--- config.mk ---
export PLATFORM = sky130hd
export DESIGN_NAME = psu_ram
export DESIGN_NICKNAME = d
export VERILOG_FILES = /design/src/sv/psu_ram.sv
export SDC_FILE = /design/constraint.sdc
export NUM_CORES = 2
export LEC_CHECK = 0
export BUFFER_PORTS_ARGS = -buffer_cell sky130_fd_sc_hd__buf_2
export CAP_MARGIN = 20
export CORE_MARGIN = 5
export CORE_UTILIZATION = 40
export DETAILED_ROUTE_END_ITERATION = 7
export PLACE_DENSITY = 0.59
export SYNTH_ARGS = -nofsm -noshare
export SYNTH_HDL_FRONTEND = slang
export SYNTH_SLANG_ARGS = --single-unit
--- constraint.sdc ---
create_clock -name i_clk -period 3.24 [get_ports i_clk]
set_clock_uncertainty 0.1 [all_clocks]
set_input_delay 0.162 -clock i_clk [delete_from_list [all_inputs] [get_ports i_clk]]
set_output_delay 0.162 -clock i_clk [all_outputs]
set_load 0.05 [all_outputs]
--- src/sv/psu_ram.sv ---
`timescale 1ns / 1ps
// ----------------------------------------------------------------------------
// Generic simple dual-port RAM
// One write port and one read port; read data is registered.
// ----------------------------------------------------------------------------
module psu_ram #(
    parameter int WIDTH = 8,
    parameter int DEPTH = 256
) (
    input  logic                     i_clk,
    input  logic                     i_we,
    input  logic [$clog2(DEPTH)-1:0] i_waddr,
    input  logic [WIDTH-1:0]         i_wdata,
    input  logic                     i_re,
    input  logic [$clog2(DEPTH)-1:0] i_raddr,
    output logic [WIDTH-1:0]         o_rdata
);

    logic [WIDTH-1:0] r_mem [DEPTH];
    logic [WIDTH-1:0] r_rdata;

    always_ff @(posedge i_clk) begin
        if (i_we) begin
            r_mem[i_waddr] <= i_wdata;
        end
        if (i_re) begin
            r_rdata <= r_mem[i_raddr];
        end
    end

    assign o_rdata = r_rdata;

endmodule

==> results.txt <==
Synthesized net count: 3760
CP Launch Point: r_mem[77][2]
Via count of the first global-routing pass: 40.03k
Hold violation total from the final report: 0
Number of register bits inferred by synthesis: 2056
Async set-or-reset flop fraction in the synthesized netlist: 0
Final cycle utilization of the critical path: 0.9551
Floorplan die area: 208100 µm²
Drt first-iter violations: 4659
Most frequently used flop master after synthesis: sky130_fd_sc_hd__edfxtp_1
Cell count of the worst reg-to-reg path: 7
Max-cap check violation count: 0
# nets final: 4220
TritonCTS clock tree: yes
Layout-stage area growth over the synthesis result: 15.89%
Most area-hungry cell type in the Yosys netlist: sky130_fd_sc_hd__edfxtp_1
Number of instances in the synthesized netlist: 3733
Peak supply drop: 521.7 µV
Minimum hold slack: 241.0 ps
Share of the synthesized area in the top cell type: 0.7753
Number of clock sinks seen by CTS: 2056
Deepest clock path buffer count: 3
Pin count of the biggest net entering global routing: 137
Floorplan die height: 456.2 µm
RD Place Congestion: 0.8251
CP Class: flip-flop to flip-flop
Setup repair after global routing missed its margin: no
Least-Margin Pin Slew: 1053 ps
Number of max-slew violations in the final report: 0
Worst-case headroom to the max-slew limit: 0.2924
Post-layout util: 0.4670
R2R Path Start: r_mem[77][2]
H-tree depth: 4
Number of CTS-inserted buffers: 202
Reg2Reg Capture Point: o_rdata[2]
Post-detailed-placement half-perimeter wirelength: 128600 µm
Vias per std cell: 5.697
Area after DPL: 85850 µm²
Share of final-layout standard cells stronger than drive strength 1: 0.2805
CP Capture Type: flip-flop
Routed WL per cell: 29.19 µm
Num rows: 163
Count of unique library cells instantiated by Yosys: 54
Power per unit of standard cell area: 591.9 nW/µm²
First-pass GRT wire length: 294300 µm
Kind of start point of the critical path: flip-flop
Status: completed
Wire length reported by the detailed router: 204300 µm
Clk Latency, worst-skew pair: 840 ps
Dominant cells by area after synthesis: sky130_fd_sc_hd__edfxtp_1, sky130_fd_sc_hd__mux4_2, sky130_fd_sc_hd__mux2i_1, sky130_fd_sc_hd__nor2_1, sky130_fd_sc_hd__a22oi_1
Remaining global-route overflow: 0
Final number of setup-violating endpoints: 0
Remaining number of nets flagged by the antenna check after routing: 0
Static leakage: 29.07 nW
Area of the mapped netlist: 79640 µm²
DRC violation count after routing: 0
Antenna violations before repair: 9
Detailed-router iteration count before antenna repair: 7
Root Driver: sky130_fd_sc_hd__clkbuf_16
Ports: 35
Data arrival time of the critical path: 3580 ps
Post-cts repair resize count: 0
Number of enable-type register cells in the synthesized netlist: 2056
Class of the tightest hold or removal check: input port to flip-flop
Core area: 197600 µm²
Fillers: 16.21k
Floorplan die width: 456.2 µm
Maximum net fanout on the critical path: 1
Data required, critical path: 3730 ps
Clock input transition at the sequential cells of the worst setup and hold paths: 60 ps
Total number of vias: 39.87k
Critical path capture point: o_rdata[2]
Post-Layout Inst Area: 92290 µm²
Total of buffers placed on input and output ports: 34
GR Util All Layers: 0.1935
Part of the Yosys area used for sequential elements: 0.7753
Starting Density: 0.4030
Count of yosys warnings during synthesis: 0
Final min period: 3095 ps
Worst reg-to-reg setup slack: 150 ps
Avg Synthesized Cell Area: 21.33 µm²
Peak Freq: 323.1 MHz
## worst min path at each step
stage                               end        from  cells after the start
final                      r_mem[26][5]        i_we                      4
after floorplan             r_mem[0][0]  i_wdata[0]                      0
after detailed placement   r_mem[74][5]  i_wdata[5]                      1
after global routing       r_mem[26][5]        i_we                      4
after CTS                  r_mem[42][2]        i_we                      5
after global placement    r_mem[220][0]  i_wdata[0]                      1
## cell type report
| cell class | count | area [µm²] | share of cell area |
|---|---|---|---|
| antenna | 2 | 5.005 | 0.00005423 |
| clock buffer | 256 | 5321 | 0.05766 |
| clock inverter | 112 | 924.6 | 0.01002 |
| inverter | 2 | 7.507 | 0.00008134 |
| multi-input combinational | 1442 | 16540 | 0.1792 |
| sequential | 2056 | 61740 | 0.6690 |
| tap | 2640 | 3303 | 0.03579 |
| timing repair buffer | 489 | 4452 | 0.04824 |
## timing repair
item | in CTS | in global routing
setup buffers | 0 | 0
hold buffers | 18 | 0
setup endpoints to repair | 0 | 0
hold endpoints to repair | 1181 | 0
## metrics by stage
step	setup slack, ps	setup TNS (ps)	cells	total power, mW
after floorplan	901.9	0	3733	31.39
after global placement	-917.9	-2581	6607	32.83
after detailed placement	-365.3	-1411	6609	32.87
after CTS	187.7	0	6995	55.07
after global routing	140.8	0	6998	56.34
final	145.4	0	6999	54.63
## kinds of logic (layout without fill, tap and decap cells)
kind of cell    Yosys count  in the layout  synth area share
flops                  2056           2056            0.7753
simple gates            466            466           0.02625
mux                     591            591            0.1460
buf+inv                 235            859           0.01829
other cells               0              2                 0
compound gates          385            385           0.03416
## routing by layer
layer	part of all wire	wire [µm]	vias up	track usage
met1	0.41	84130	21218	0.2746
met5	0.000064	13	-	0
met4	0.025	5127	2	0.04912
met3	0.079	16230	287	0.03822
li1	-	-	16632	-
met2	0.48	98800	1733	0.3097
## sequential cells by signal, indices dropped and copies added, names as in the netlist
signal,cells
o_rdata,8
r_mem,2048
## critical path, stage by stage (launching register included)
cell,delay (ps)
sky130_fd_sc_hd__edfxtp_1,360
sky130_fd_sc_hd__mux4_2,460
sky130_fd_sc_hd__nor2b_1,140
sky130_fd_sc_hd__a211oi_1,590
sky130_fd_sc_hd__nor2_1,160
sky130_fd_sc_hd__nor4_1,770
sky130_fd_sc_hd__buf_4,270
sky130_fd_sc_hd__nor4_2,50
## cell usage after synthesis, types with 3 or more instances
master	instances
sky130_fd_sc_hd__nor4_2	3
sky130_fd_sc_hd__nand3_1	34
sky130_fd_sc_hd__a21oi_1	96
sky130_fd_sc_hd__edfxtp_1	2056
sky130_fd_sc_hd__buf_8	13
sky130_fd_sc_hd__nand4_1	10
sky130_fd_sc_hd__a211oi_1	16
sky130_fd_sc_hd__buf_6	21
sky130_fd_sc_hd__clkbuf_1	111
sky130_fd_sc_hd__o211ai_1	10
sky130_fd_sc_hd__or2_2	4
sky130_fd_sc_hd__buf_4	27
sky130_fd_sc_hd__nand2b_1	8
sky130_fd_sc_hd__o221ai_1	46
sky130_fd_sc_hd__o22ai_1	28
sky130_fd_sc_hd__a22oi_1	133
sky130_fd_sc_hd__buf_1	22
sky130_fd_sc_hd__and2_1	6
sky130_fd_sc_hd__o32ai_1	4
sky130_fd_sc_hd__nor2b_1	31
sky130_fd_sc_hd__o21ai_0	10
sky130_fd_sc_hd__a22o_1	8
sky130_fd_sc_hd__buf_12	8
sky130_fd_sc_hd__nor3_1	22
sky130_fd_sc_hd__nor2_1	282
sky130_fd_sc_hd__nor4_1	24
sky130_fd_sc_hd__o22a_1	5
sky130_fd_sc_hd__a221oi_1	13
sky130_fd_sc_hd__nand2_1	33
sky130_fd_sc_hd__buf_2	31
sky130_fd_sc_hd__mux4_2	454
sky130_fd_sc_hd__mux2i_1	134
## cells in the final DEF, fill, tap and decap left out, types with 18 or more instances in the layout
cell	netlist	final
sky130_fd_sc_hd__nand2_1	33	33
sky130_fd_sc_hd__nand3_1	34	27
sky130_fd_sc_hd__buf_12	8	58
sky130_fd_sc_hd__edfxtp_1	2056	2056
sky130_fd_sc_hd__buf_2	31	26
sky130_fd_sc_hd__dlygate4sd3_1	0	18
sky130_fd_sc_hd__mux4_2	454	454
sky130_fd_sc_hd__mux2i_1	134	134
sky130_fd_sc_hd__o221ai_1	46	46
sky130_fd_sc_hd__clkinv_1	1	50
sky130_fd_sc_hd__nor4_1	24	22
sky130_fd_sc_hd__o22ai_1	28	28
sky130_fd_sc_hd__clkbuf_16	0	205
sky130_fd_sc_hd__a22oi_1	133	133
sky130_fd_sc_hd__clkbuf_1	111	51
sky130_fd_sc_hd__nor2_1	282	279
sky130_fd_sc_hd__clkinv_2	0	37
sky130_fd_sc_hd__nor2b_1	31	28
sky130_fd_sc_hd__nor3_1	22	22
sky130_fd_sc_hd__buf_4	27	377
sky130_fd_sc_hd__a21oi_1	96	96
## power breakdown
group	internal (mW)	switching, mW
logic	1.08	1.84
clock network	12.5	9.85
registers	29.3	0.0420
total	42.9	11.7
Power figures use the tool's default switching activity.
