<file path="config.mk">
export PLATFORM = sky130hd
export DESIGN_NAME = psu_predict
export DESIGN_NICKNAME = d
export VERILOG_FILES = /design/src/sv/psu_pkg.sv /design/src/sv/psu_predict.sv
export SDC_FILE = /design/constraint.sdc
export NUM_CORES = 1
export LEC_CHECK = 0
export BUFFER_PORTS_ARGS = -buffer_cell sky130_fd_sc_hd__buf_4
export CAP_MARGIN = 40
export CORE_AREA = 2 2 87 89
export DETAILED_ROUTE_END_ITERATION = 6
export DIE_AREA = 0 0 89 91
export PLACE_DENSITY = 0.69
export SYNTH_ARGS = -nofsm -noshare
export SYNTH_HDL_FRONTEND = slang
export SYNTH_SLANG_ARGS = --single-unit
</file>
<file path="constraint.sdc">
create_clock -name vclk -period 9.8
set_clock_uncertainty 0.2 [all_clocks]
set_input_delay 0.98 -clock vclk [all_inputs]
set_output_delay 0.98 -clock vclk [all_outputs]
set_load 0.03 [all_outputs]
</file>
<file path="src/sv/psu_pkg.sv">
`timescale 1ns / 1ps
// ----------------------------------------------------------------------------
// PNG scanline unfilter package
// Shared constants, filter codes and the structs passed between modules.
// ----------------------------------------------------------------------------
package psu_pkg;

    localparam int ROW_BYTES_MAX = 8192;
    localparam int COL_W         = $clog2(ROW_BYTES_MAX + 1);
    localparam int ADDR_W        = $clog2(ROW_BYTES_MAX);

    localparam int BYTE_W        = 8;
    localparam int HIST_BYTES    = 8;
    localparam int SEL_W         = $clog2(HIST_BYTES);
    localparam int BPP_W         = 4;
    localparam logic [BPP_W-1:0] BPP_RESET = 4'd1;
    localparam logic [BPP_W-1:0] BPP_MAX   = 4'd8;

    localparam int OUTQ_DEPTH    = 3;
    localparam int OUTQ_PTR_W    = $clog2(OUTQ_DEPTH);
    localparam int OUTQ_CNT_W    = $clog2(OUTQ_DEPTH + 1);

    localparam int PADDR_W       = 2;
    localparam int PDATA_W       = 32;
    localparam logic [PADDR_W-1:0] REG_BPP_ADDR = 2'd0;

    localparam logic [7:0] FT_NONE  = 8'd0;
    localparam logic [7:0] FT_SUB   = 8'd1;
    localparam logic [7:0] FT_UP    = 8'd2;
    localparam logic [7:0] FT_AVG   = 8'd3;
    localparam logic [7:0] FT_PAETH = 8'd4;

    typedef struct packed {
        logic [BYTE_W-1:0] enc;
        logic [7:0]        ftype;
        logic [BYTE_W-1:0] left;
        logic [BYTE_W-1:0] above;
        logic [BYTE_W-1:0] upleft;
    } t_pred_in;

    typedef struct packed {
        logic [BYTE_W-1:0] out_byte;
        logic              error;
        logic              last_in_row;
    } t_out_item;

endpackage

</file>
<file path="src/sv/psu_predict.sv">
`timescale 1ns / 1ps
// ----------------------------------------------------------------------------
// PNG filter predictor
// Forms the none/sub/up/average/Paeth predictor and adds it to the byte.
// ----------------------------------------------------------------------------
module psu_predict import psu_pkg::*; (
    input  t_pred_in          i_pred,
    output logic [BYTE_W-1:0] o_res,
    output logic              o_bad_type
);

    logic [BYTE_W:0]        avg_sum;
    logic signed [BYTE_W+1:0] d_bc, d_ac, d_p;
    logic [BYTE_W:0]        pa, pb, pc;
    logic [BYTE_W-1:0]      paeth;
    logic [BYTE_W-1:0]      pred;

    always_comb begin
        avg_sum = {1'b0, i_pred.left} + {1'b0, i_pred.above};

        // p - a = b - c, p - b = a - c, p - c = a + b - 2c
        d_bc = $signed({2'b00, i_pred.above}) - $signed({2'b00, i_pred.upleft});
        d_ac = $signed({2'b00, i_pred.left}) - $signed({2'b00, i_pred.upleft});
        d_p  = $signed({2'b00, i_pred.left}) + $signed({2'b00, i_pred.above})
             - $signed({1'b0, i_pred.upleft, 1'b0});
        pa = d_bc[BYTE_W+1] ? (BYTE_W+1)'(0) - d_bc[BYTE_W:0] : d_bc[BYTE_W:0];
        pb = d_ac[BYTE_W+1] ? (BYTE_W+1)'(0) - d_ac[BYTE_W:0] : d_ac[BYTE_W:0];
        pc = d_p[BYTE_W+1]  ? (BYTE_W+1)'(0) - d_p[BYTE_W:0]  : d_p[BYTE_W:0];

        if (pa <= pb && pa <= pc) begin
            paeth = i_pred.left;
        end else if (pb <= pc) begin
            paeth = i_pred.above;
        end else begin
            paeth = i_pred.upleft;
        end

        o_bad_type = 1'b0;
        case (i_pred.ftype)
            FT_NONE:  pred = '0;
            FT_SUB:   pred = i_pred.left;
            FT_UP:    pred = i_pred.above;
            FT_AVG:   pred = avg_sum[BYTE_W:1];
            FT_PAETH: pred = paeth;
            default: begin
                pred       = '0;
                o_bad_type = 1'b1;
            end
        endcase

        o_res = o_bad_type ? '0 : i_pred.enc + pred;
    end

endmodule

</file>
==> reports/summary.json, run 1 <==
{
  "number_of_violations_reported_at_the_end_of_detailed_routing_iteration_0": {"value": 207},
  "cellPowerDensity": {"value": 143, "unit": "nW/um2"},
  "start_kind": {"value": "input pin"},
  "synth_largest_type_area_fraction": {"value": 23.2, "unit": "%"},
  "maxCapViolations": {"value": 0},
  "final-hold-violation-count": {"value": 0},
  "syn-cell-area": {"value": 3460, "unit": "um2"},
  "maxSlewViolCount": {"value": 0},
  "detail_route.wirelength": {"value": 9.76, "unit": "mm"},
  "antennaDiodeCount": {"value": 0},
  "sequential_cell_area": {"value": 0, "unit": "um2"},
  "intPower": {"value": 0.238, "unit": "mW"},
  "outcome": {"value": "completed"},
  "timing.final.crit_period": {"value": 8740, "unit": "ps"},
  "via_count_of_the_first_global_routing_pass": {"value": 3374},
  "detail_routed_net_length_per_standard_cell": {"value": 15.9, "unit": "um"},
  "dieHeight": {"value": 91, "unit": "um"},
  "per_cell_via_count_in_the_routed_design": {"value": 5.86},
  "place_area": {"value": 3930, "unit": "um2"},
  "switchingPower": {"value": 0.325, "unit": "mW"},
  "drt-pass1-iter-count": {"value": 5},
  "core": {"value": 7140, "unit": "um2"},
  "detailed_route_via_count": {"value": 3594},
  "layout_commonest_cell": {"value": "sky130_fd_sc_hd__ha_1"},
  "synth_area_leaders": {"value": "sky130_fd_sc_hd__ha_1 (23%), sky130_fd_sc_hd__inv_1 (6.6%), sky130_fd_sc_hd__fa_1 (6.4%)"},
  "post_synth_inst_count": {"value": 469},
  "part_of_the_yosys_area_used_for_sequential_elements": {"value": 0, "unit": "%"},
  "floorplan.die_area": {"value": 8100, "unit": "um2"},
  "fraction_of_layout_instances_using_a_drive_strength_above_1": {"value": 13.8, "unit": "%"},
  "cpMostUsedCell": {"value": "sky130_fd_sc_hd__o21ai_0"},
  "antenna_violations_before_repair": {"value": 0},
  "grt_start_max_net_pins": {"value": 15},
  "buffer_ports.inserted": {"value": 49},
  "postCtsSetupBuffers": {"value": 0},
  "layout.sequential_cells": {"value": 0},
  "layout.clock_buffers": {"value": 0},
  "power.switching_fraction": {"value": 57.7, "unit": "%"},
  "synthesized_net_count": {"value": 584},
  "grt_pass1_wl": {"value": 15.8, "unit": "mm"},
  "finalWeightedCongestion": {"value": 0.942},
  "post-route-period-util": {"value": 89.2, "unit": "%"},
  "yosys_warnings": {"value": 0},
  "post-route-cell-area": {"value": 3930, "unit": "um2"},
  "grt-ovfl-total": {"value": 0},
  "worst_ir_drop_vdd": {"value": 0.114, "unit": "mV"},
  "floorplan.die.width": {"value": 89, "unit": "um"},
  "setup_violations": {"value": 0},
  "design_power_total": {"value": 0.563, "unit": "mW"},
  "remaining_drc_errors": {"value": 0},
  "fill_cells": {"value": 734},
  "yosys.area.top_type": {"value": "sky130_fd_sc_hd__ha_1"},
  "fmaxAchievable": {"value": 0.114, "unit": "GHz"},
  "layout.cells.most_common_list": {"value": "sky130_fd_sc_hd__ha_1 (64), sky130_fd_sc_hd__inv_1 (61), sky130_fd_sc_hd__buf_4 (49)"},
  "floorplan.initialDensity": {"value": 48.4, "unit": "%"},
  "clk_network_pwr_share": {"value": 0, "unit": "%"},
  "setup.worst_path.end_class": {"value": "output port"},
  "critPathKind": {"value": "in -> out"},
  "slew_at_the_pin_closest_to_its_max_slew_limit": {"value": 683, "unit": "ps"},
  "netlist_cell_types": {"value": 74},
  "cp_slowest_cell": {"value": "sky130_fd_sc_hd__fa_1"},
  "max_slew_margin": {"value": 54.1, "unit": "%"},
  "critical_path.max_fanout": {"value": 14},
  "grt_setup_unrepaired": {"value": "no"},
  "avgSynthCellArea": {"value": 7.37, "unit": "um2"},
  "io_pins": {"value": 49},
  "cts-hold-fix-buffers": {"value": 0},
  "total_leakage_power": {"value": 1.93, "unit": "nW"},
  "synthToLayoutAreaGrowth": {"value": 13.7, "unit": "%"},
  "cp_data_arrival_time": {"value": 7560, "unit": "ps"},
  "p_seq_share": {"value": 0, "unit": "%"},
  "hold_slack": {"value": 2240, "unit": "ps"},
  "hold_class": {"value": "in -> out"},
  "fp-row-count": {"value": 31},
  "grt_use_total": {"value": 23.8, "unit": "%"},
  "total_number_of_nets_in_the_final_design": {"value": 631},
  "max_stage_delay": {"value": 500, "unit": "ps"},
  "dpl.hpwl": {"value": 8.53, "unit": "mm"},
  "final_antenna_net_count": {"value": 0},
  "ctsResizeCount": {"value": 0},
  "share_comb_of_total_power": {"value": 100.0, "unit": "%"},
  "setup_tns": {"value": 0, "unit": "ps"},
  "worst-endpoint-required": {"value": 8620, "unit": "ps"}
}
==> worst paths after layout <==
check / start / to / slack, ps / cells past startpoint
hold / removal: i_pred[32] / o_res[0] / 2240 / 4
setup / recovery: i_pred[10] / o_res[7] / 1060 / 31
==> critical path: cells and delay by family <==
| family | cells | cell delay [ps] |
|---|---|---|
| AND/OR/NAND/NOR | 4 | 750 |
| AO/OA/AOI/OAI | 16 | 3420 |
| adder cells (fa/ha/maj) | 5 | 1770 |
| XOR/XNOR | 1 | 140 |
| buffers and inverters | 5 | 480 |
==> Yosys cell counts (2+ instances only) <==
| library cell | count |
|---|---|
| sky130_fd_sc_hd__a41oi_1 | 3 |
| sky130_fd_sc_hd__nor3b_1 | 3 |
| sky130_fd_sc_hd__fa_1 | 11 |
| sky130_fd_sc_hd__a21o_1 | 13 |
| sky130_fd_sc_hd__a2111oi_0 | 3 |
| sky130_fd_sc_hd__o211ai_1 | 3 |
| sky130_fd_sc_hd__nand2_1 | 31 |
| sky130_fd_sc_hd__a22o_1 | 3 |
| sky130_fd_sc_hd__nand3_1 | 10 |
| sky130_fd_sc_hd__a31oi_1 | 6 |
| sky130_fd_sc_hd__o221ai_1 | 5 |
| sky130_fd_sc_hd__nand4_1 | 4 |
| sky130_fd_sc_hd__nor4_2 | 2 |
| sky130_fd_sc_hd__xor2_1 | 17 |
| sky130_fd_sc_hd__o21ai_1 | 2 |
| sky130_fd_sc_hd__mux2i_1 | 3 |
| sky130_fd_sc_hd__and4_1 | 2 |
| sky130_fd_sc_hd__ha_1 | 64 |
| sky130_fd_sc_hd__inv_1 | 61 |
| sky130_fd_sc_hd__nor3_1 | 7 |
| sky130_fd_sc_hd__a21oi_2 | 2 |
| sky130_fd_sc_hd__nor2_1 | 46 |
| sky130_fd_sc_hd__or4_1 | 2 |
| sky130_fd_sc_hd__a221o_1 | 3 |
| sky130_fd_sc_hd__and3_1 | 8 |
| sky130_fd_sc_hd__o21a_1 | 6 |
| sky130_fd_sc_hd__o2111ai_1 | 2 |
| sky130_fd_sc_hd__nand3b_1 | 2 |
| sky130_fd_sc_hd__nor2b_1 | 8 |
| sky130_fd_sc_hd__nor3_2 | 2 |
| sky130_fd_sc_hd__nand2b_1 | 6 |
| sky130_fd_sc_hd__o31a_1 | 2 |
| sky130_fd_sc_hd__xnor2_1 | 25 |
| sky130_fd_sc_hd__and2_1 | 2 |
| sky130_fd_sc_hd__o22ai_1 | 3 |
| sky130_fd_sc_hd__a211oi_1 | 3 |
| sky130_fd_sc_hd__o21ai_0 | 21 |
| sky130_fd_sc_hd__o21bai_1 | 9 |
| sky130_fd_sc_hd__a21oi_1 | 29 |
==> cell families (layout without fill, tap and decap cells) <==
group / Yosys count / in the layout / share of synthesized area, %
buffers and inverters: 65 / 110 / 7.13
adder cells (fa/ha/maj): 77 / 77 / 30.1
AO/OA/AOI/OAI: 134 / 134 / 28.4
AND/OR/NAND/NOR: 146 / 146 / 21.9
XOR/XNOR: 44 / 44 / 11.6
multiplexers: 3 / 3 / 0.869
==> per-stage QoR <==
step                std cells  utilization (%)  setup slack [ps]
floorplan                 469                -              1860
global placement          613             55.1              1270
detailed placement        613             55.1              1130
CTS                       613             55.1              1110
global route              613             55.1               611
finish                    613             55.1              1060
==> power by group through the flow <==
stage	Sequential (mW)	Clock (mW)	Combinational [mW]
2_1_floorplan	0	0	0.430
3_3_place_gp	0	0	0.542
3_5_place_dp	0	0	0.554
4_1_cts	0	0	0.558
5_1_grt	0	0	0.625
6_report	0	0	0.563
==> metal layers <==
metal | part of all wire (%) | track usage, % | vias up
met5 | 0 | 0 | -
met4 | 0.35 | 1.49 | 0
met3 | 6.2 | 0.545 | 4
met2 | 46 | 39.9 | 126
met1 | 47 | 35.3 | 1676
li1 | - | - | 1788
==> final cells by class <==
| cell class | count | area, um2 | share of cell area (%) |
|---|---|---|---|
| multi-input combinational | 404 | 3210 | 81.7 |
| inverter | 61 | 229 | 5.82 |
| timing repair buffer | 49 | 368 | 9.36 |
| tap | 99 | 124 | 3.15 |
Power figures use the tool's default switching activity.
==> inputs of run 2 (changes only) <==
ABC_CLOCK_PERIOD_IN_PS = 9800   (was not set)
RECOVER_POWER = 100   (was not set)
==> reports/summary.json, run 2 (synthesized netlist as in run 1, its figures left out) <==
{
  "hold_class": {"value": "in -> out"},
  "slew_at_the_pin_closest_to_its_max_slew_limit": {"value": 679, "unit": "ps"},
  "p_seq_share": {"value": 0, "unit": "%"},
  "intPower": {"value": 0.238, "unit": "mW"},
  "share_comb_of_total_power": {"value": 100.0, "unit": "%"},
  "detail_route.wirelength": {"value": 9.73, "unit": "mm"},
  "dpl.hpwl": {"value": 8.53, "unit": "mm"},
  "cp_slowest_cell": {"value": "sky130_fd_sc_hd__fa_1"},
  "remaining_drc_errors": {"value": 0},
  "detail_routed_net_length_per_standard_cell": {"value": 15.9, "unit": "um"},
  "buffer_ports.inserted": {"value": 49},
  "total_leakage_power": {"value": 1.91, "unit": "nW"},
  "cp_data_arrival_time": {"value": 7760, "unit": "ps"},
  "cts-hold-fix-buffers": {"value": 0},
  "cpMostUsedCell": {"value": "sky130_fd_sc_hd__o21ai_0"},
  "antenna_violations_before_repair": {"value": 0},
  "maxCapViolations": {"value": 0},
  "number_of_violations_reported_at_the_end_of_detailed_routing_iteration_0": {"value": 212},
  "grt_pass1_wl": {"value": 15.8, "unit": "mm"},
  "antennaDiodeCount": {"value": 0},
  "synthToLayoutAreaGrowth": {"value": 13.0, "unit": "%"},
  "io_pins": {"value": 49},
  "worst_ir_drop_vdd": {"value": 0.114, "unit": "mV"},
  "fmaxAchievable": {"value": 0.112, "unit": "GHz"},
  "setup_violations": {"value": 0},
  "post-route-period-util": {"value": 91.2, "unit": "%"},
  "layout.clock_buffers": {"value": 0},
  "dieHeight": {"value": 91, "unit": "um"},
  "worst-endpoint-required": {"value": 8620, "unit": "ps"},
  "sequential_cell_area": {"value": 0, "unit": "um2"},
  "critical_path.max_fanout": {"value": 14},
  "detailed_route_via_count": {"value": 3576},
  "floorplan.die_area": {"value": 8100, "unit": "um2"},
  "via_count_of_the_first_global_routing_pass": {"value": 3374},
  "fraction_of_layout_instances_using_a_drive_strength_above_1": {"value": 12.6, "unit": "%"},
  "ctsResizeCount": {"value": 0},
  "critPathKind": {"value": "in -> out"},
  "timing.final.crit_period": {"value": 8940, "unit": "ps"},
  "grt_setup_unrepaired": {"value": "no"},
  "setup_tns": {"value": 0, "unit": "ps"},
  "fp-row-count": {"value": 31},
  "floorplan.die.width": {"value": 89, "unit": "um"},
  "grt-ovfl-total": {"value": 0},
  "switchingPower": {"value": 0.323, "unit": "mW"},
  "fill_cells": {"value": 738},
  "layout_commonest_cell": {"value": "sky130_fd_sc_hd__ha_1"},
  "power.switching_fraction": {"value": 57.6, "unit": "%"},
  "final-hold-violation-count": {"value": 0},
  "fin_util": {"value": 54.8, "unit": "%"},
  "grt_use_total": {"value": 23.8, "unit": "%"},
  "layout.sequential_cells": {"value": 0},
  "finalWeightedCongestion": {"value": 0.942},
  "outcome": {"value": "completed"},
  "layout.cells.most_common_list": {"value": "sky130_fd_sc_hd__ha_1 (64), sky130_fd_sc_hd__inv_1 (61), sky130_fd_sc_hd__nor2_1 (46)"},
  "total_number_of_nets_in_the_final_design": {"value": 631},
  "max_stage_delay": {"value": 500, "unit": "ps"},
  "postCtsSetupBuffers": {"value": 0},
  "maxSlewViolCount": {"value": 0},
  "start_kind": {"value": "input pin"},
  "setup.worst_path.end_class": {"value": "output port"},
  "final_antenna_net_count": {"value": 0},
  "clk_network_pwr_share": {"value": 0, "unit": "%"},
  "max_slew_margin": {"value": 54.4, "unit": "%"},
  "grt_start_max_net_pins": {"value": 15},
  "per_cell_via_count_in_the_routed_design": {"value": 5.83},
  "drt-pass1-iter-count": {"value": 5},
  "cellPowerDensity": {"value": 144, "unit": "nW/um2"},
  "floorplan.initialDensity": {"value": 48.4, "unit": "%"},
  "core": {"value": 7140, "unit": "um2"}
}
run 2: cell types whose count changed in the layout (fill, tap and decap cells not counted):
| cell | delta |
|---|---|
| sky130_fd_sc_hd__a22oi_1 | +1 |
| sky130_fd_sc_hd__clkbuf_1 | +5 |
| sky130_fd_sc_hd__buf_4 | -5 |
| sky130_fd_sc_hd__a22oi_2 | -1 |
run 2: path summary, 6_finish.rpt:
path / cells after the start / start / slack, ps / endpoint
min: 4 / i_pred[32] / 2240 / o_res[0]
max: 31 / i_pred[10] / 860 / o_res[7]
run 2: layout make-up:
class | instances | area (um2) | share of cell area [%]
multi-input cells | 404 | 3210 | 82.0
repair buffers | 49 | 349 | 8.93
well taps | 99 | 124 | 3.17
inverters | 61 | 229 | 5.86
run 2: power by group through the flow:
stage          registers [mW]  clock network, mW  logic (mW)
2_1_floorplan               0                  0       0.430
3_3_place_gp                0                  0       0.542
3_5_place_dp                0                  0       0.554
4_1_cts                     0                  0       0.558
5_1_grt                     0                  0       0.624
6_report                    0                  0       0.561
run 2: per-stage QoR:
step | area [um2] | hold slack (ps) | std cells | setup WS, ps | power, mW
global placement | 3930 | 2230 | 613 | 1270 | 0.542
finish | 3910 | 2240 | 613 | 859 | 0.561
detailed placement | 3930 | 2240 | 613 | 1130 | 0.554
floorplan | 3460 | 2070 | 469 | 1860 | 0.430
CTS | 3930 | 2240 | 613 | 1110 | 0.558
global route | 3910 | 2260 | 613 | 365 | 0.624
run 2: worst max-delay path, delay by kind of cell:
family	cells	cell delay (ps)
simple gates	4	750
fa+ha+maj	5	1790
xor+xnor	1	140
compound gates	16	3610
buf+inv	5	480
run 2: metal layers:
layer  part of all wire (%)  up-vias  track usage (%)
met3                    5.8        4            0.545
li1                       -     1788                -
met5                      0        -                0
met4                   0.35        0             1.49
met1                     48     1668             35.3
met2                     46      116             39.9
