<file path="src/sv/psu_pkg.sv">
`timescale 1ns / 1ps
// ----------------------------------------------------------------------------
// PNG scanline unfilter package
// Shared constants, filter codes and the structs passed between modules.
// ----------------------------------------------------------------------------
package psu_pkg;

    localparam int ROW_BYTES_MAX = 8192;
    localparam int COL_W         = $clog2(ROW_BYTES_MAX + 1);
    localparam int ADDR_W        = $clog2(ROW_BYTES_MAX);

    localparam int BYTE_W        = 8;
    localparam int HIST_BYTES    = 8;
    localparam int SEL_W         = $clog2(HIST_BYTES);
    localparam int BPP_W         = 4;
    localparam logic [BPP_W-1:0] BPP_RESET = 4'd1;
    localparam logic [BPP_W-1:0] BPP_MAX   = 4'd8;

    localparam int OUTQ_DEPTH    = 3;
    localparam int OUTQ_PTR_W    = $clog2(OUTQ_DEPTH);
    localparam int OUTQ_CNT_W    = $clog2(OUTQ_DEPTH + 1);

    localparam int PADDR_W       = 2;
    localparam int PDATA_W       = 32;
    localparam logic [PADDR_W-1:0] REG_BPP_ADDR = 2'd0;

    localparam logic [7:0] FT_NONE  = 8'd0;
    localparam logic [7:0] FT_SUB   = 8'd1;
    localparam logic [7:0] FT_UP    = 8'd2;
    localparam logic [7:0] FT_AVG   = 8'd3;
    localparam logic [7:0] FT_PAETH = 8'd4;

    typedef struct packed {
        logic [BYTE_W-1:0] enc;
        logic [7:0]        ftype;
        logic [BYTE_W-1:0] left;
        logic [BYTE_W-1:0] above;
        logic [BYTE_W-1:0] upleft;
    } t_pred_in;

    typedef struct packed {
        logic [BYTE_W-1:0] out_byte;
        logic              error;
        logic              last_in_row;
    } t_out_item;

endpackage

</file>
<file path="src/sv/psu_if.sv">


interface psu_out_if import psu_pkg::*; ();
    logic              valid;
    logic              ready;
    logic [BYTE_W-1:0] out_byte;
    logic              error;
    logic              last_in_row;

    modport source (output valid, out_byte, error, last_in_row, input ready);
    modport sink   (input valid, out_byte, error, last_in_row, output ready);
endinterface

</file>
<file path="src/sv/psu_out_fifo.sv">
`timescale 1ns / 1ps
// ----------------------------------------------------------------------------
// Output item queue
// Small register queue that decouples the datapath from output stalls.
// ----------------------------------------------------------------------------
module psu_out_fifo import psu_pkg::*; (
    input  logic                  i_clk,
    input  logic                  i_rst_n,
    input  logic                  i_push,
    input  t_out_item             i_item,
    output logic [OUTQ_CNT_W-1:0] o_count,
    psu_out_if.source             o_out
);

    t_out_item               r_mem [OUTQ_DEPTH];
    logic [OUTQ_PTR_W-1:0]   r_wr, r_rd, n_wr, n_rd;
    logic [OUTQ_CNT_W-1:0]   r_cnt, n_cnt;
    logic                    pop;
    t_out_item               head;

    assign pop  = o_out.valid && o_out.ready;
    assign head = r_mem[r_rd];

    always_comb begin
        n_wr  = r_wr;
        n_rd  = r_rd;
        n_cnt = r_cnt;
        if (i_push) begin
            n_wr = (r_wr == OUTQ_PTR_W'(OUTQ_DEPTH - 1)) ? '0 : r_wr + 1'b1;
        end
        if (pop) begin
            n_rd = (r_rd == OUTQ_PTR_W'(OUTQ_DEPTH - 1)) ? '0 : r_rd + 1'b1;
        end
        if (i_push && !pop) begin
            n_cnt = r_cnt + 1'b1;
        end else if (pop && !i_push) begin
            n_cnt = r_cnt - 1'b1;
        end
    end

    always_ff @(posedge i_clk) begin
        if (!i_rst_n) begin
            r_wr  <= '0;
            r_rd  <= '0;
            r_cnt <= '0;
        end else begin
            r_wr  <= n_wr;
            r_rd  <= n_rd;
            r_cnt <= n_cnt;
        end
    end

    always_ff @(posedge i_clk) begin
        if (i_push) begin
            r_mem[r_wr] <= i_item;
        end
    end

    assign o_count           = r_cnt;
    assign o_out.valid       = (r_cnt != '0);
    assign o_out.out_byte    = head.out_byte;
    assign o_out.error       = head.error;
    assign o_out.last_in_row = head.last_in_row;

endmodule

</file>
<file path="src/flat_wrapper.sv">
// flat-port wrapper written by rule: the top's interface ports become plain ports
module psu_out_fifo_flat import psu_pkg::*;
  (i_clk, i_rst_n, i_push, i_item, o_count, o_out_valid, o_out_out_byte, o_out_error, o_out_last_in_row, o_out_ready);
  psu_out_if o_out_i ();
  input  logic i_clk;
  input  logic i_rst_n;
  input  logic i_push;
  input  t_out_item i_item;
  output logic [OUTQ_CNT_W-1:0] o_count;
  output wire logic [$bits(o_out_i.valid)-1:0] o_out_valid;
  output wire logic [$bits(o_out_i.out_byte)-1:0] o_out_out_byte;
  output wire logic [$bits(o_out_i.error)-1:0] o_out_error;
  output wire logic [$bits(o_out_i.last_in_row)-1:0] o_out_last_in_row;
  input wire logic [$bits(o_out_i.ready)-1:0] o_out_ready;
  assign o_out_valid = o_out_i.valid;
  assign o_out_out_byte = o_out_i.out_byte;
  assign o_out_error = o_out_i.error;
  assign o_out_last_in_row = o_out_i.last_in_row;
  assign o_out_i.ready = o_out_ready;
  psu_out_fifo u_core (.i_clk(i_clk), .i_rst_n(i_rst_n), .i_push(i_push), .i_item(i_item), .o_count(o_count), .o_out(o_out_i));
endmodule
</file>
<file path="config.mk">
export PLATFORM = sky130hd
export DESIGN_NAME = psu_out_fifo_flat
export DESIGN_NICKNAME = d
export VERILOG_FILES = /design/src/sv/psu_pkg.sv /design/src/sv/psu_if.sv /design/src/sv/psu_out_fifo.sv /design/src/flat_wrapper.sv
export SDC_FILE = /design/constraint.sdc
export NUM_CORES = 1
export LEC_CHECK = 0
export BUFFER_PORTS_ARGS = -buffer_cell sky130_fd_sc_hd__buf_4
export CAP_MARGIN = 10
export CORE_ASPECT_RATIO = 0.9
export CORE_MARGIN = 2
export CORE_UTILIZATION = 50
export CTS_BUF_LIST = sky130_fd_sc_hd__clkbuf_16
export DETAILED_ROUTE_END_ITERATION = 10
export GPL_TIMING_DRIVEN = 0
export PLACE_DENSITY = 0.73
export SETUP_SLACK_MARGIN = 0.4
export SLEW_MARGIN = 25
export SYNTH_ARGS = -nofsm -noshare
export SYNTH_HDL_FRONTEND = slang
export SYNTH_SLANG_ARGS = --single-unit
export TNS_END_PERCENT = 100
</file>
<file path="constraint.sdc">
create_clock -name i_clk -period 4.03 [get_ports i_clk]
set_input_delay 0.403 -clock i_clk [delete_from_list [all_inputs] [get_ports i_clk]]
set_output_delay 0.403 -clock i_clk [all_outputs]
set_load 0.02 [all_outputs]
</file>
==> results of run 1 <==
==> state kept, by name, summed over array words and instances, names as in the netlist, named ones only <==
register,cells
u_core.o_count,2
u_core.r_mem,30
u_core.r_rd,2
u_core.r_wr,2
==> where the power goes <==
part,internal [uW],switching [uW]
clock network,223,136
logic,129,158
registers,458,22.2
total,810,316
==> cells by family (layout without fill, tap and decap cells) <==
kind of cell / after synthesis / in the layout / synth area share [%]
multiplexers: 10 / 10 / 7.05
AO/OA/AOI/OAI: 17 / 17 / 7.14
buffers and inverters: 3 / 38 / 0.881
AND/OR/NAND/NOR: 23 / 23 / 8.11
XOR/XNOR: 2 / 2 / 1.23
adder cells (fa/ha/maj): 1 / 1 / 0.881
flip-flops: 38 / 38 / 74.7
==> layout by cell type (no fill, tap or decap), types with 2 or more instances in the layout <==
master	instances
sky130_fd_sc_hd__dfxtp_1	8
sky130_fd_sc_hd__nand2_1	13
sky130_fd_sc_hd__edfxtp_1	30
sky130_fd_sc_hd__o21ai_0	11
sky130_fd_sc_hd__clkbuf_1	2
sky130_fd_sc_hd__or3_1	2
sky130_fd_sc_hd__o21a_1	2
sky130_fd_sc_hd__mux2i_1	10
sky130_fd_sc_hd__buf_4	27
sky130_fd_sc_hd__clkbuf_16	5
sky130_fd_sc_hd__nor2b_1	2
sky130_fd_sc_hd__a21boi_1	3
==> worst min path at each step <==
| stage | startpoint | to | slack (ps) |
|---|---|---|---|
| after global placement | u_core.r_rd[0] | u_core.r_rd[0] | 460 |
| after CTS | i_item[7] | u_core.r_mem[1][7] | 310 |
| after global routing | i_item[4] | u_core.r_mem[2][4] | 310 |
| after floorplan | u_core.r_rd[0] | register | 450 |
| after detailed placement | u_core.r_rd[1] | register | 480 |
| final | i_item[2] | u_core.r_mem[0][2] | 320 |
==> stage by stage <==
stage               hold slack (ps)  power [uW]  cell area (sq um)  util [%]
floorplan                       451         658               1420         -
global route                    307        1170               1820      66.6
finish                          318        1130               1820      66.6
global placement                463         760               1670      61.1
detailed placement              478         775               1680      61.6
CTS                             313        1140               1820      66.6
==> area by class of cell <==
| cell class | instances | area (sq um) | area share, % |
|---|---|---|---|
| flip-flops and latches | 38 | 1060 | 58.4 |
| clock buffers | 5 | 125 | 6.89 |
| plain buffers | 3 | 12.5 | 0.689 |
| multi-input cells | 53 | 352 | 19.4 |
| clock inverters | 3 | 12.5 | 0.689 |
| repair buffers | 27 | 203 | 11.2 |
| well taps | 40 | 50.0 | 2.76 |
==> per-layer routing <==
metal | wire, um | part of all wire (%) | track usage (%)
met1 | 1070 | 42 | 18.3
met4 | 43 | 1.7 | 7.78
met5 | 0 | 0 | 0
met2 | 1340 | 52 | 29.3
met3 | 107 | 4.2 | 7.80
==> synthesized netlist by cell type <==
master / count / share of area, %
sky130_fd_sc_hd__edfxtp_1: 30 / 63
sky130_fd_sc_hd__nand2_1: 13 / 3.4
sky130_fd_sc_hd__o21ai_0: 11 / 3.9
sky130_fd_sc_hd__mux2i_1: 10 / 7.0
sky130_fd_sc_hd__dfxtp_1: 8 / 11
sky130_fd_sc_hd__a21boi_1: 3 / 1.6
sky130_fd_sc_hd__clkbuf_1: 2 / 0.53
sky130_fd_sc_hd__nor2b_1: 2 / 0.88
sky130_fd_sc_hd__o21a_1: 2 / 1.1
sky130_fd_sc_hd__or3_1: 2 / 0.88
sky130_fd_sc_hd__and2_1: 1 / 0.44
sky130_fd_sc_hd__and3b_1: 1 / 0.62
sky130_fd_sc_hd__buf_2: 1 / 0.35
sky130_fd_sc_hd__ha_1: 1 / 0.88
sky130_fd_sc_hd__nor2_1: 1 / 0.26
sky130_fd_sc_hd__nor3b_1: 1 / 0.53
sky130_fd_sc_hd__o21ai_2: 1 / 0.62
sky130_fd_sc_hd__or2_2: 1 / 0.44
sky130_fd_sc_hd__or3b_1: 1 / 0.62
sky130_fd_sc_hd__xnor2_1: 1 / 0.62
sky130_fd_sc_hd__xor2_1: 1 / 0.62
==> worst max-delay path, stage by stage (launching register included) <==
cell and delay [ps]:
sky130_fd_sc_hd__dfxtp_1 330, sky130_fd_sc_hd__clkbuf_1 410, sky130_fd_sc_hd__nand2_1 100, sky130_fd_sc_hd__o21ai_0 110, sky130_fd_sc_hd__buf_4 170
==> results list, run 1 <==
- Time the worst path needs with I/O delays and setup: 1800 ps
- The worst register-to-register path ends at u_core.r_mem[2][0].
- Number of warnings printed during yosys synthesis: 0
- The initial utilization of the core area, before any placement, comes to 52.1%.
- The analysis attributes to cell leakage a power of 0.000660 uW.
- The startpoint identified for the worst register-to-register timing path is u_core.r_wr[1].
- Peak ir drop on the vdd network: 338 uV
- At the worst endpoint, the required time is 3630 ps.
* Hold buffer count at cts: 0
- Final period utilization: 44.6%
- In the final routed layout, each cell accounts on average for 15.2 um.
* Layout cell share with drive strength beyond 1: 28.7%
* Number of maximum-capacitance constraint violations: 0
- The repair_antennas step left the layout with diodes totalling 0.
- Endpoint class of the critical path: output pin
* Post-DP HPWL: 1730 um
* Unique cell type count in the Yosys netlist: 21
- Total CTS buffers: 5
* Number of storage elements in the synthesis netlist: 38
* Worst slack at placement: 2340 ps
- Using the TritonRoute via totals, the vias-per-cell ratio works out to 5.17.
- TritonCTS built the clock tree.
* Total length of routed wires: 2570 um
- Global-route wire length before repair: 3640 um
* Cell Pwr Density: 620 nW/um^2
- Routability congestion estimate from global placement: 0.694
- Remaining routing DRC violations: 0
- Antenna violations before repair: 0
* Post-Syn Instances: 94
* Setup repair after global routing missed its margin: false
- Boundary Pins: 27
- Once detail routing completed, the nets flagged for antenna violations numbered 0.
* Worst hold-check path type: input pin to register
- The clock arrives with 1.24 ps of skew.
* Total of cells resized after clock tree synthesis: 0
* Buffers on Ports: 26
- Placement Rows: 18
- Global routing consumed, over all layers together, 17.2% of the routing resources.
- Total count of hold-check failures in the final report: 0
- The die covers 3280 sq um.
- The number of max-slew violations in the final report was 0.
- Along the worst hold path, the cell count comes to 1.
* Clk root buf: sky130_fd_sc_hd__clkbuf_16
- Number of global-route vias before repair: 809
* Routed vias: 874
* Layout fillers: 196
- Buffers added to address setup during post-CTS repair amount to 0.
- The cell area that synthesis handed to floorplanning was 1420 sq um.
- Mapped Avg Cell Area: 15.1 sq um
* Path type of the worst setup path: register to output pin
- Critical path startpoint category: register
* Final setup violation count: 0
- TritonCTS Sinks: 38
* Source-to-sink clock delay at the later pin of the worst-skew pair: 270 ps
- The longest clock path from root to sink contains 2 buffers.
* Number of nets in the synthesized netlist: 109
- Based on the critical path, the design can be clocked at up to 557 MHz.
- Sequential element share of the synthesized area: 74.7%
- The die is 60.2 um wide.
* Synth-to-layout area growth: 27.8%
* Detailed Route Iter0 Violations: 30
- Entering global routing, the biggest net connects 12 pins.
- Global routing finished with a remaining overflow of 0.
- For flop-to-flop paths, the worst setup slack is 2500 ps.
- After clock tree synthesis, the clock-pin slew on the worst setup and hold paths is 50 ps.
- The first TritonRoute pass finished after 4 iterations.
* Result of the run: finished, final reports clean
- The critical path ends at o_out_out_byte[7].
* Largest fanout of any net on the critical path: 10
- Data arrives at the worst endpoint at 1390 ps.
- Max_slew headroom: 37.9%
* Net count, final: 143
* Cell Count Post-Placement: 161
* R2R cell count: 2
- Leaving out filler cells and counting taps, the final layout contains 169.
- The core region is 2730 sq um.
* # H-tree levels: 2
- Setup TNS Final: 0 ps
- Smallest setup slack after layout: 2230 ps
* Transition time at the pin with the least slew margin: 928 ps
- In this run the vertical extent of the chip is 54.6 um.
No activity file was read; power rests on OpenSTA's default activity.
==> run 2, diff against run 1 <==
Settings changed: ABC_AREA set to 1, CORE_UTILIZATION 50 to 48.
Clock period 4.03 ns to 1.6 ns, I/O delays scaled along.
==> run 2 against run 1 <==
Against the previous run: synthesized cell count increased by 31%; worst hold slack got worse by 250 ps; clock-buffer cell count unchanged; clock skew about the same; die area increased by 5.4%; utilization increased by 6.1 points; sequential power increased by 150%; design area increased by 12%; setup slack got worse by 2000 ps; first-iteration DRC count decreased by 30%; combinational power increased by 120%; non-clock buffer count increased by 3.
==> results list, run 2 <==
- Sequential element share of the synthesized area: 73.5% (-1.2 points)
- Antenna Cells: 0 (unchanged)
- Total count of hold-check failures in the final report: 0 (unchanged)
- The clock edge transition at the registers on the reported setup and hold paths came to 50 ps (about the same).
- TritonCTS Sinks: 38 (unchanged)
- Static timing analysis puts the maximum clock frequency at 759 MHz.
* Post-DP HPWL: 1860 um (+7.8%)
* Layout cell share with drive strength beyond 1: 42.3% (+14 points)
- The number of remaining DRC errors is 0 (unchanged).
- The switching part of the total came to 26.5% (-1.6 points).
* Net count, final: 177 (+24%)
* Number of global-route vias before repair: 1039 (+28%)
* Number of storage elements in the synthesis netlist: 38 (unchanged)
* Die Area: 3460 sq um (+5.4%)
* Total length of routed wires: 3030 um (+18%)
* Worst hold-check path type: input pin to register
* Hold buffer count at cts: 0 (unchanged)
* Post-synthesis instance area: 1440 sq um (+1.6%)
- Number of maximum-capacitance constraint violations: 0 (unchanged)
- The cell family contributing the most delay on the critical path is flip-flops.
- Util after Layout: 72.8% (+6.1 points)
- The number of distinct library cells after synthesis came to 17 (-19%).
- Synth area leader: sky130_fd_sc_hd__edfxtp_1
* Source-to-sink clock delay at the later pin of the worst-skew pair: 280 ps (about the same)
- Crit path cell chain: buf_6 -> a21oi_2 -> a21oi_2 -> buf_6
* Most instantiated library cell after synthesis: sky130_fd_sc_hd__edfxtp_1
- Path type of the worst setup path: register to output pin
- Part of the power in registers: 40.8% (-1.9 points)
- The final-layout setup total negative slack came to 0 ps (unchanged).
- Time the worst path needs with I/O delays and setup: 1320 ps
- Layout fillers: 212 (+8.2%)
* Post-synth EDFFs: 30 (unchanged)
- The multi-input gate area in the final layout came to 389 sq um (+11%).
- The number of buffers added by the clock tree synthesis step was 5 (unchanged).
- Congestion Overflow GR: 0 (unchanged)
- The sum of buffers and inverters on the critical path came to 2 (unchanged).
* Boundary Pins: 27 (unchanged)
- STA classifies the critical path startpoint as a register.
- In the finished design, the share of the clock period the worst path needs comes to 82.3%.
- The worst supply voltage drop on vdd was 915 uV (+170%).
- In this run the clock root is driven by a sky130_fd_sc_hd__clkbuf_16.
- Setup Skew: 1.32 ps (+0.0788 ps)
* Storage element area: 1070 sq um (+1.2%)
- Biggest area contributors in the synthesized netlist: sky130_fd_sc_hd__edfxtp_1, sky130_fd_sc_hd__dfxtp_1, sky130_fd_sc_hd__a21oi_1
* Antenna Violating Nets Remaining: 0 (unchanged)
- Required time at the worst-slack endpoint: 1440 ps (-2190 ps)
- Routability congestion estimate from global placement: 0.718 (+3.5%)
* Antenna violations before repair: 0 (unchanged)
- Buffers on Ports: 26 (unchanged)
* Share of the synthesized area in the top cell type: 62.4% (-0.99 points)
- Post-Syn Instances: 123 (+31%)
* Commonest cells after routing, fill and taps aside: sky130_fd_sc_hd__edfxtp_1, sky130_fd_sc_hd__buf_4, sky130_fd_sc_hd__nand2_1
- Largest stage delay, worst path: 390 ps (-20 ps)
- Synth-to-layout area growth: 40.9%
- Worst-path cell with the longest stage delay: sky130_fd_sc_hd__dfxtp_4
- The highest net fanout along the worst path is 5 (-5).
- The routed wirelength normalized by instance count is 14.9 um (-1.8%).
* Fraction of power consumed by the clock network: 37.7% (+5.8 points)
* Number of nets in the synthesized netlist: 138 (+27%)
- Worst path arrival time: 1160 ps (-230 ps)
- Number of warnings printed during yosys synthesis: 0 (unchanged)
- The final count of negative-setup-slack endpoints came to 0 (unchanged).
* Max_slew headroom: 86.6% (+49 points)
* Leading cell type in the layout, fill and taps excluded: sky130_fd_sc_hd__edfxtp_1
- The ratio of routed vias to standard cells came to 5.11 (-1.2%).
* Leading cell types by count after synthesis: sky130_fd_sc_hd__edfxtp_1, sky130_fd_sc_hd__a21oi_1, sky130_fd_sc_hd__nand2_1, sky130_fd_sc_hd__nor2_1, sky130_fd_sc_hd__inv_1
- The worst setup path is captured at an output pin.
- The switching power of the nets came to 770 uW (+140%).
- Leakage power: 0.000799 uW (+21%)
- Mapped Avg Cell Area: 11.7 sq um (-22%)
- Starting density of the core: 51.7% (-0.45 points)
- Cell internal power dissipation: 2130 uW (+160%)
- Counting flops per register, the top entry is u_core.r_mem.
- Transition time at the pin with the least slew margin: 200 ps (-727 ps)
- Combinational share of power: 21.5% (-3.9 points)
* Die height: 56.0 um (+2.7%)
- The die boundary width came to 61.8 um (+2.7%).
* Flip-flop count of the largest register after layout: 30 (unchanged)
- The number of core rows is 18 (unchanged).
* Setup repair after global routing missed its margin: true
- The area inside the core boundary was 2790 sq um (+2.5%).
- Count of pins over their slew limit: 0 (unchanged)
- Result of the run: finished, final reports clean
* Pin count of the biggest net entering global routing: 13 (+1)
- The areal power density over the cells was 1430 nW/um^2 (+130%).
- Routed vias: 1037 (+19%)
- The number of levels the H-tree was split into is 2 (unchanged).
* FFs w/ async S/R, synth: 0% (unchanged)
* Top_reg_cell synth: sky130_fd_sc_hd__edfxtp_1
- The buffer levels on the longest clock path came to 2 (unchanged).
* Overall track demand over capacity in global routing: 19.2% (+2.0 points)
- TritonCTS built the clock tree.
- Global-route wire length before repair: 4720 um (+30%)
- Number of search-and-repair iterations in the first detailed-routing pass: 4 (unchanged)
- Detailed Route Iter0 Violations: 21 (-30%)
==> run 2: changes by cell type in the layout (fill, tap and decap cells not counted), moves of 4 or more <==
cell,previous run,this run
sky130_fd_sc_hd__a21oi_1,0,14
sky130_fd_sc_hd__o21ai_0,11,1
sky130_fd_sc_hd__a21oi_2,0,9
sky130_fd_sc_hd__inv_1,1,8
sky130_fd_sc_hd__buf_6,0,4
sky130_fd_sc_hd__nor2_1,1,15
sky130_fd_sc_hd__nand2_1,13,19
sky130_fd_sc_hd__mux2i_1,10,0
sky130_fd_sc_hd__dfxtp_1,8,4
==> run 2: power by group through the flow <==
stage / sequential [uW] / combinational, uW / clock [uW]
after floorplan: 1200 / 314 / 0
after global placement: 1190 / 528 / 0
after detailed placement: 1190 / 542 / 0
after CTS: 1180 / 587 / 1110
after global routing: 1190 / 679 / 1140
final: 1190 / 625 / 1090
==> run 2: metrics by stage <==
stage                     area [sq um]  total power [uW]  hold WS, ps  setup slack [ps]  std cells
after global placement            1720              1720          352               134        189
after global routing              2030              3010         65.4               217        203
after floorplan                   1470              1510          259               405        123
final                             2030              2900         71.3               283        203
after CTS                         1980              2880         66.5               272        201
after detailed placement          1720              1730          356               117        189
==> run 2: path summary, 6_finish.rpt <==
check / endpoint / start / slack, ps / cells past startpoint
worst max-delay path: o_out_error / register / 280 / 4
worst min-delay path: u_core.r_mem[2][9] / i_item[9] / 70 / 1
worst min register to register: u_core.r_wr[1] / u_core.r_wr[1] / 470 / 2
worst max register to register: u_core.o_count[1] / u_core.o_count[0] / 420 / 7
==> run 2: cells by family after synthesis <==
group / synth area share, %
AOI/OAI and AO/OA: 9.45
buffers and inverters: 4.77
DFF: 73.5
and+or+nand+nor: 11.4
adders and majority gates: 0.867
==> run 2: routing by layer <==
layer	global-route usage, %	vias up	routed length (um)	part of all wire, %
met5	0	-	0	0
met4	4.56	0	34	1.1
met3	7.91	4	150	5.0
met2	32.3	20	1570	52
met1	22.2	512	1270	42
li1	-	501	-	-
==> run 2: layout make-up <==
class | instances | share of cell area, %
Timing Repair inverter | 1 | 0.369
Buffer | 2 | 1.11
Sequential cell | 38 | 52.8
Inverter | 15 | 3.51
Tap cell | 40 | 2.46
Multi-Input combinational cell | 68 | 19.2
Timing Repair Buffer | 31 | 12.4
Clock buffer | 5 | 6.16
Clock inverter | 3 | 1.97
==> run 2: worst register-to-register path, cell delays in order (launching register included) <==
cell and delay [ps]:
sky130_fd_sc_hd__dfxtp_4 360, sky130_fd_sc_hd__o21a_4 220, sky130_fd_sc_hd__inv_2 60, sky130_fd_sc_hd__ha_4 190, sky130_fd_sc_hd__inv_2 60, sky130_fd_sc_hd__nand4_1 90, sky130_fd_sc_hd__nand2_1 70, sky130_fd_sc_hd__nor2_1 40
==> run 2: what timing repair did <==
item | in CTS | in global routing
cloned | 2 | 0
setup buffers | 2 | 2
gates resized for setup | 17 | 12
pin swaps | 2 | 7
setup endpoints to repair | 41 | 21
==> run 3, diff against run 2 <==
Settings changed: CORE_UTILIZATION 48 to 50.
Clock period 1.6 ns to 1.33 ns, I/O delays scaled along.
==> run 3 against run 2 <==
Against the previous run: clock skew is 5.0 ps higher; largest power group unchanged; routed wire length increased by 26%; non-clock buffer count grew 9; worst hold slack got worse by 23 ps; final cell count rose by 4.9%; die area is 3.7% lower; critical endpoint is now o_out_out_byte[6]; clock power grew 17%.
==> results list, run 3 (synthesis results as in run 2) <==
- The run finished with clean final reports.
- The share of the core filled with cells in the final layout is 83.3% (+11 points).
- Storage element area: 1080 sq um (+0.47%)
- Layout cell share with drive strength beyond 1: 56.6% (+14 points)
- The via count of the first global-routing pass came to 1066 (+2.6%).
- Source-to-sink clock delay at the later pin of the worst-skew pair: 280 ps (about the same)
* Maximum count of clock buffers along a single path: 2 (unchanged)
- Worst hold-check path type: input pin to register
* Max_slew headroom: 86.5% (about the same)
- The number of core rows was 18 (unchanged).
- The worst setup path is captured at an output pin.
* Post-route insts no fill: 213 (+4.9%)
- The estimated wirelength of the detail-placed design is 1970 um (+5.7%).
* Global-route wire length before repair: 5160 um (+9.4%)
- Detailed Route Iter0 Violations: 59 (+180%)
* Remaining routing DRC violations: 0 (unchanged)
* Crit path cell chain: buf_6 -> a21oi_4 -> a21oi_2 -> buf_6
- The count of input and output buffers is 26 (unchanged).
- Vias per std cell: 5.25 (+2.8%)
* Die boundary width: 60.6 um (-1.9%)
* Fraction of power consumed by the clock network: 34.3% (-3.4 points)
- The remaining number of nets flagged by the antenna check after routing was 0 (unchanged).
* Path type of the worst setup path: register to output pin
- The die extent in y came to 55.0 um (-1.9%).
- The area inside the core boundary came to 2750 sq um (-1.6%).
* Routed vias: 1119 (+7.9%)
- Starting density of the core: 52.5% (+0.85 points)
* Total length of routed wires: 3800 um (+26%)
- The number of max-slew violations in the final report is 0 (unchanged).
- The maximum number of pins on one net before global-route repair came to 12 (-1).
- Register clock-pin slew on the reported worst setup and hold paths: 50 ps (about the same)
- # H-tree levels: 2 (unchanged)
- Combinational share of power: 27.2% (+5.7 points)
- Antenna violations before repair: 0 (unchanged)
- The total clock sinks was 38 (unchanged).
- Largest Register: u_core.r_mem
* Congestion Overflow GR: 0 (unchanged)
* Setup Skew: 6.35 ps (+5.03 ps)
- The worst setup path is launched from a register.
- The cell total after placement came to 189 (unchanged).
- The max-cap violation count came to 0 (unchanged).
- Clock tree from TritonCTS: yes
- In this run the clock root is driven by a sky130_fd_sc_hd__clkbuf_16.
* Transition time at the pin with the least slew margin: 201 ps (+1.09 ps)
- Flip-flop count of the largest register after layout: 30 (unchanged)
* Time the worst path needs with I/O delays and setup: 1320 ps
- The switching part of the total was 27.5% (+1.0 points).
* Largest fanout of any net on the critical path: 5 (unchanged)
* Layout fillers: 137 (-35%)
- The total routing usage reported by global routing was 23.8% (+4.6 points).
- The die area is 3330 sq um (-3.7%).
* Leakage power: 0.000906 uW (+13%)
* Total count of hold-check failures in the final report: 0 (unchanged)
- Boundary Pins: 27 (unchanged)
* Fmax achieved: 759 MHz
- Worst-path cell with the longest stage delay: sky130_fd_sc_hd__dfxtp_2
* Area used by multi-input combinational logic: 485 sq um (+25%)
- The top cell types in the final layout, fill and taps aside, are sky130_fd_sc_hd__edfxtp_1, sky130_fd_sc_hd__buf_4, sky130_fd_sc_hd__a21oi_2.
- The required time at the worst-slack endpoint is 1200 ps (-240 ps).
- Setup repair after global routing could not meet its margin everywhere.
- Leading cell type in the layout, fill and taps excluded: sky130_fd_sc_hd__edfxtp_1
* Cell Pwr Density: 1630 nW/um^2 (+14%)
- Most used cell, CP: sky130_fd_sc_hd__buf_6
- The count of inserted antenna diode cells is 0 (unchanged).
* Number of search-and-repair iterations in the first detailed-routing pass: 4 (unchanged)
* Total CTS buffers: 5 (unchanged)
- Part of the power in registers: 38.5% (-2.3 points)
- The final RePlAce weighted congestion came to 0.753 (+4.8%).
- Setup TNS Final: 0 ps (unchanged)
- Worst path arrival time: 1180 ps (+20 ps)
- Synth-to-layout area growth: 58.7%
- The switching power of the nets came to 1030 uW (+33%).
- Largest stage delay, worst path: 400 ps (about the same)
- The routed wirelength normalized by instance count was 17.9 um (+20%).
* Final period utilization: 99.1%
* Final setup violation count: 0 (unchanged)
- The internal power of the cells was 2700 uW (+27%).
* Peak ir drop on the vdd network: 1380 uV (+51%)
* Net count, final: 187 (+5.6%)
run 3: changes by cell type in the layout (fill, tap and decap cells not counted), moves of 4 or more:
cell	change
sky130_fd_sc_hd__a21oi_1	-12
sky130_fd_sc_hd__a21oi_2	+10
sky130_fd_sc_hd__buf_4	-4
sky130_fd_sc_hd__buf_6	+11
sky130_fd_sc_hd__inv_4	+4
sky130_fd_sc_hd__inv_6	+4
run 3: final cells by class:
cell class                      instances  share of cell area (%)
Clock buffer                            5                    5.46
Timing Repair inverter                  2                   0.765
Multi-Input combinational cell         68                    21.2
Tap cell                               40                    2.19
Timing Repair Buffer                   40                    16.8
Clock inverter                          3                    1.64
Buffer                                  2                    1.15
Sequential cell                        38                    47.1
Inverter                               15                    3.66
run 3: per-layer routing:
| metal | track usage [%] | part of all wire (%) | wire length, um | up-vias |
|---|---|---|---|---|
| met3 | 8.60 | 6.3 | 240 | 4 |
| met4 | 6.52 | 0.84 | 32 | 0 |
| li1 | - | - | - | 522 |
| met5 | 0 | 0 | 0 | - |
| met2 | 43.7 | 55 | 2080 | 43 |
| met1 | 26.0 | 38 | 1450 | 550 |
run 3: timing repair:
item	4_1_cts	5_1_grt
pin swaps	10	5
hold buffers	0	0
endpoints found under the setup margin	43	49
resized for setup	42	22
cloned	5	0
setup buffers	5	6
run 3: worst paths after layout:
kind,startpoint,to,slack (ps),cells past startpoint
worst min register to register,u_core.r_wr[1],u_core.r_wr[1],500,2
worst max register to register,u_core.o_count[0],u_core.o_count[1],110,9
worst max-delay path,register,o_out_out_byte[6],10,4
worst min-delay path,i_item[9],u_core.r_mem[2][9],50,1
run 3: metrics by stage:
| stage | area (sq um) | power (uW) | worst slack (ps) | hold WS [ps] |
|---|---|---|---|---|
| 2_1_floorplan | 1530 | 1870 | 169 | 232 |
| 3_3_place_gp | 1780 | 2120 | 115 | 325 |
| 3_5_place_dp | 1780 | 2150 | 97.0 | 329 |
| 4_1_cts | 2160 | 3600 | 48.5 | 41.3 |
| 5_1_grt | 2290 | 3860 | -24.1 | 42.7 |
| 6_report | 2290 | 3730 | 12.2 | 48.8 |
run 3: worst max-delay path: cells and delay by family, from the launching register on:
kind	cells	cell delay [ps]
flip-flops	1	400
AO/OA/AOI/OAI	2	210
buffers and inverters	2	310
run 3: power by group through the flow:
| stage | sequential (uW) | clock, uW | combinational (uW) |
|---|---|---|---|
| after floorplan | 1440 | 0 | 433 |
| after global placement | 1430 | 0 | 687 |
| after detailed placement | 1440 | 0 | 716 |
| after CTS | 1420 | 1310 | 870 |
| after global routing | 1440 | 1350 | 1080 |
| final | 1440 | 1280 | 1020 |
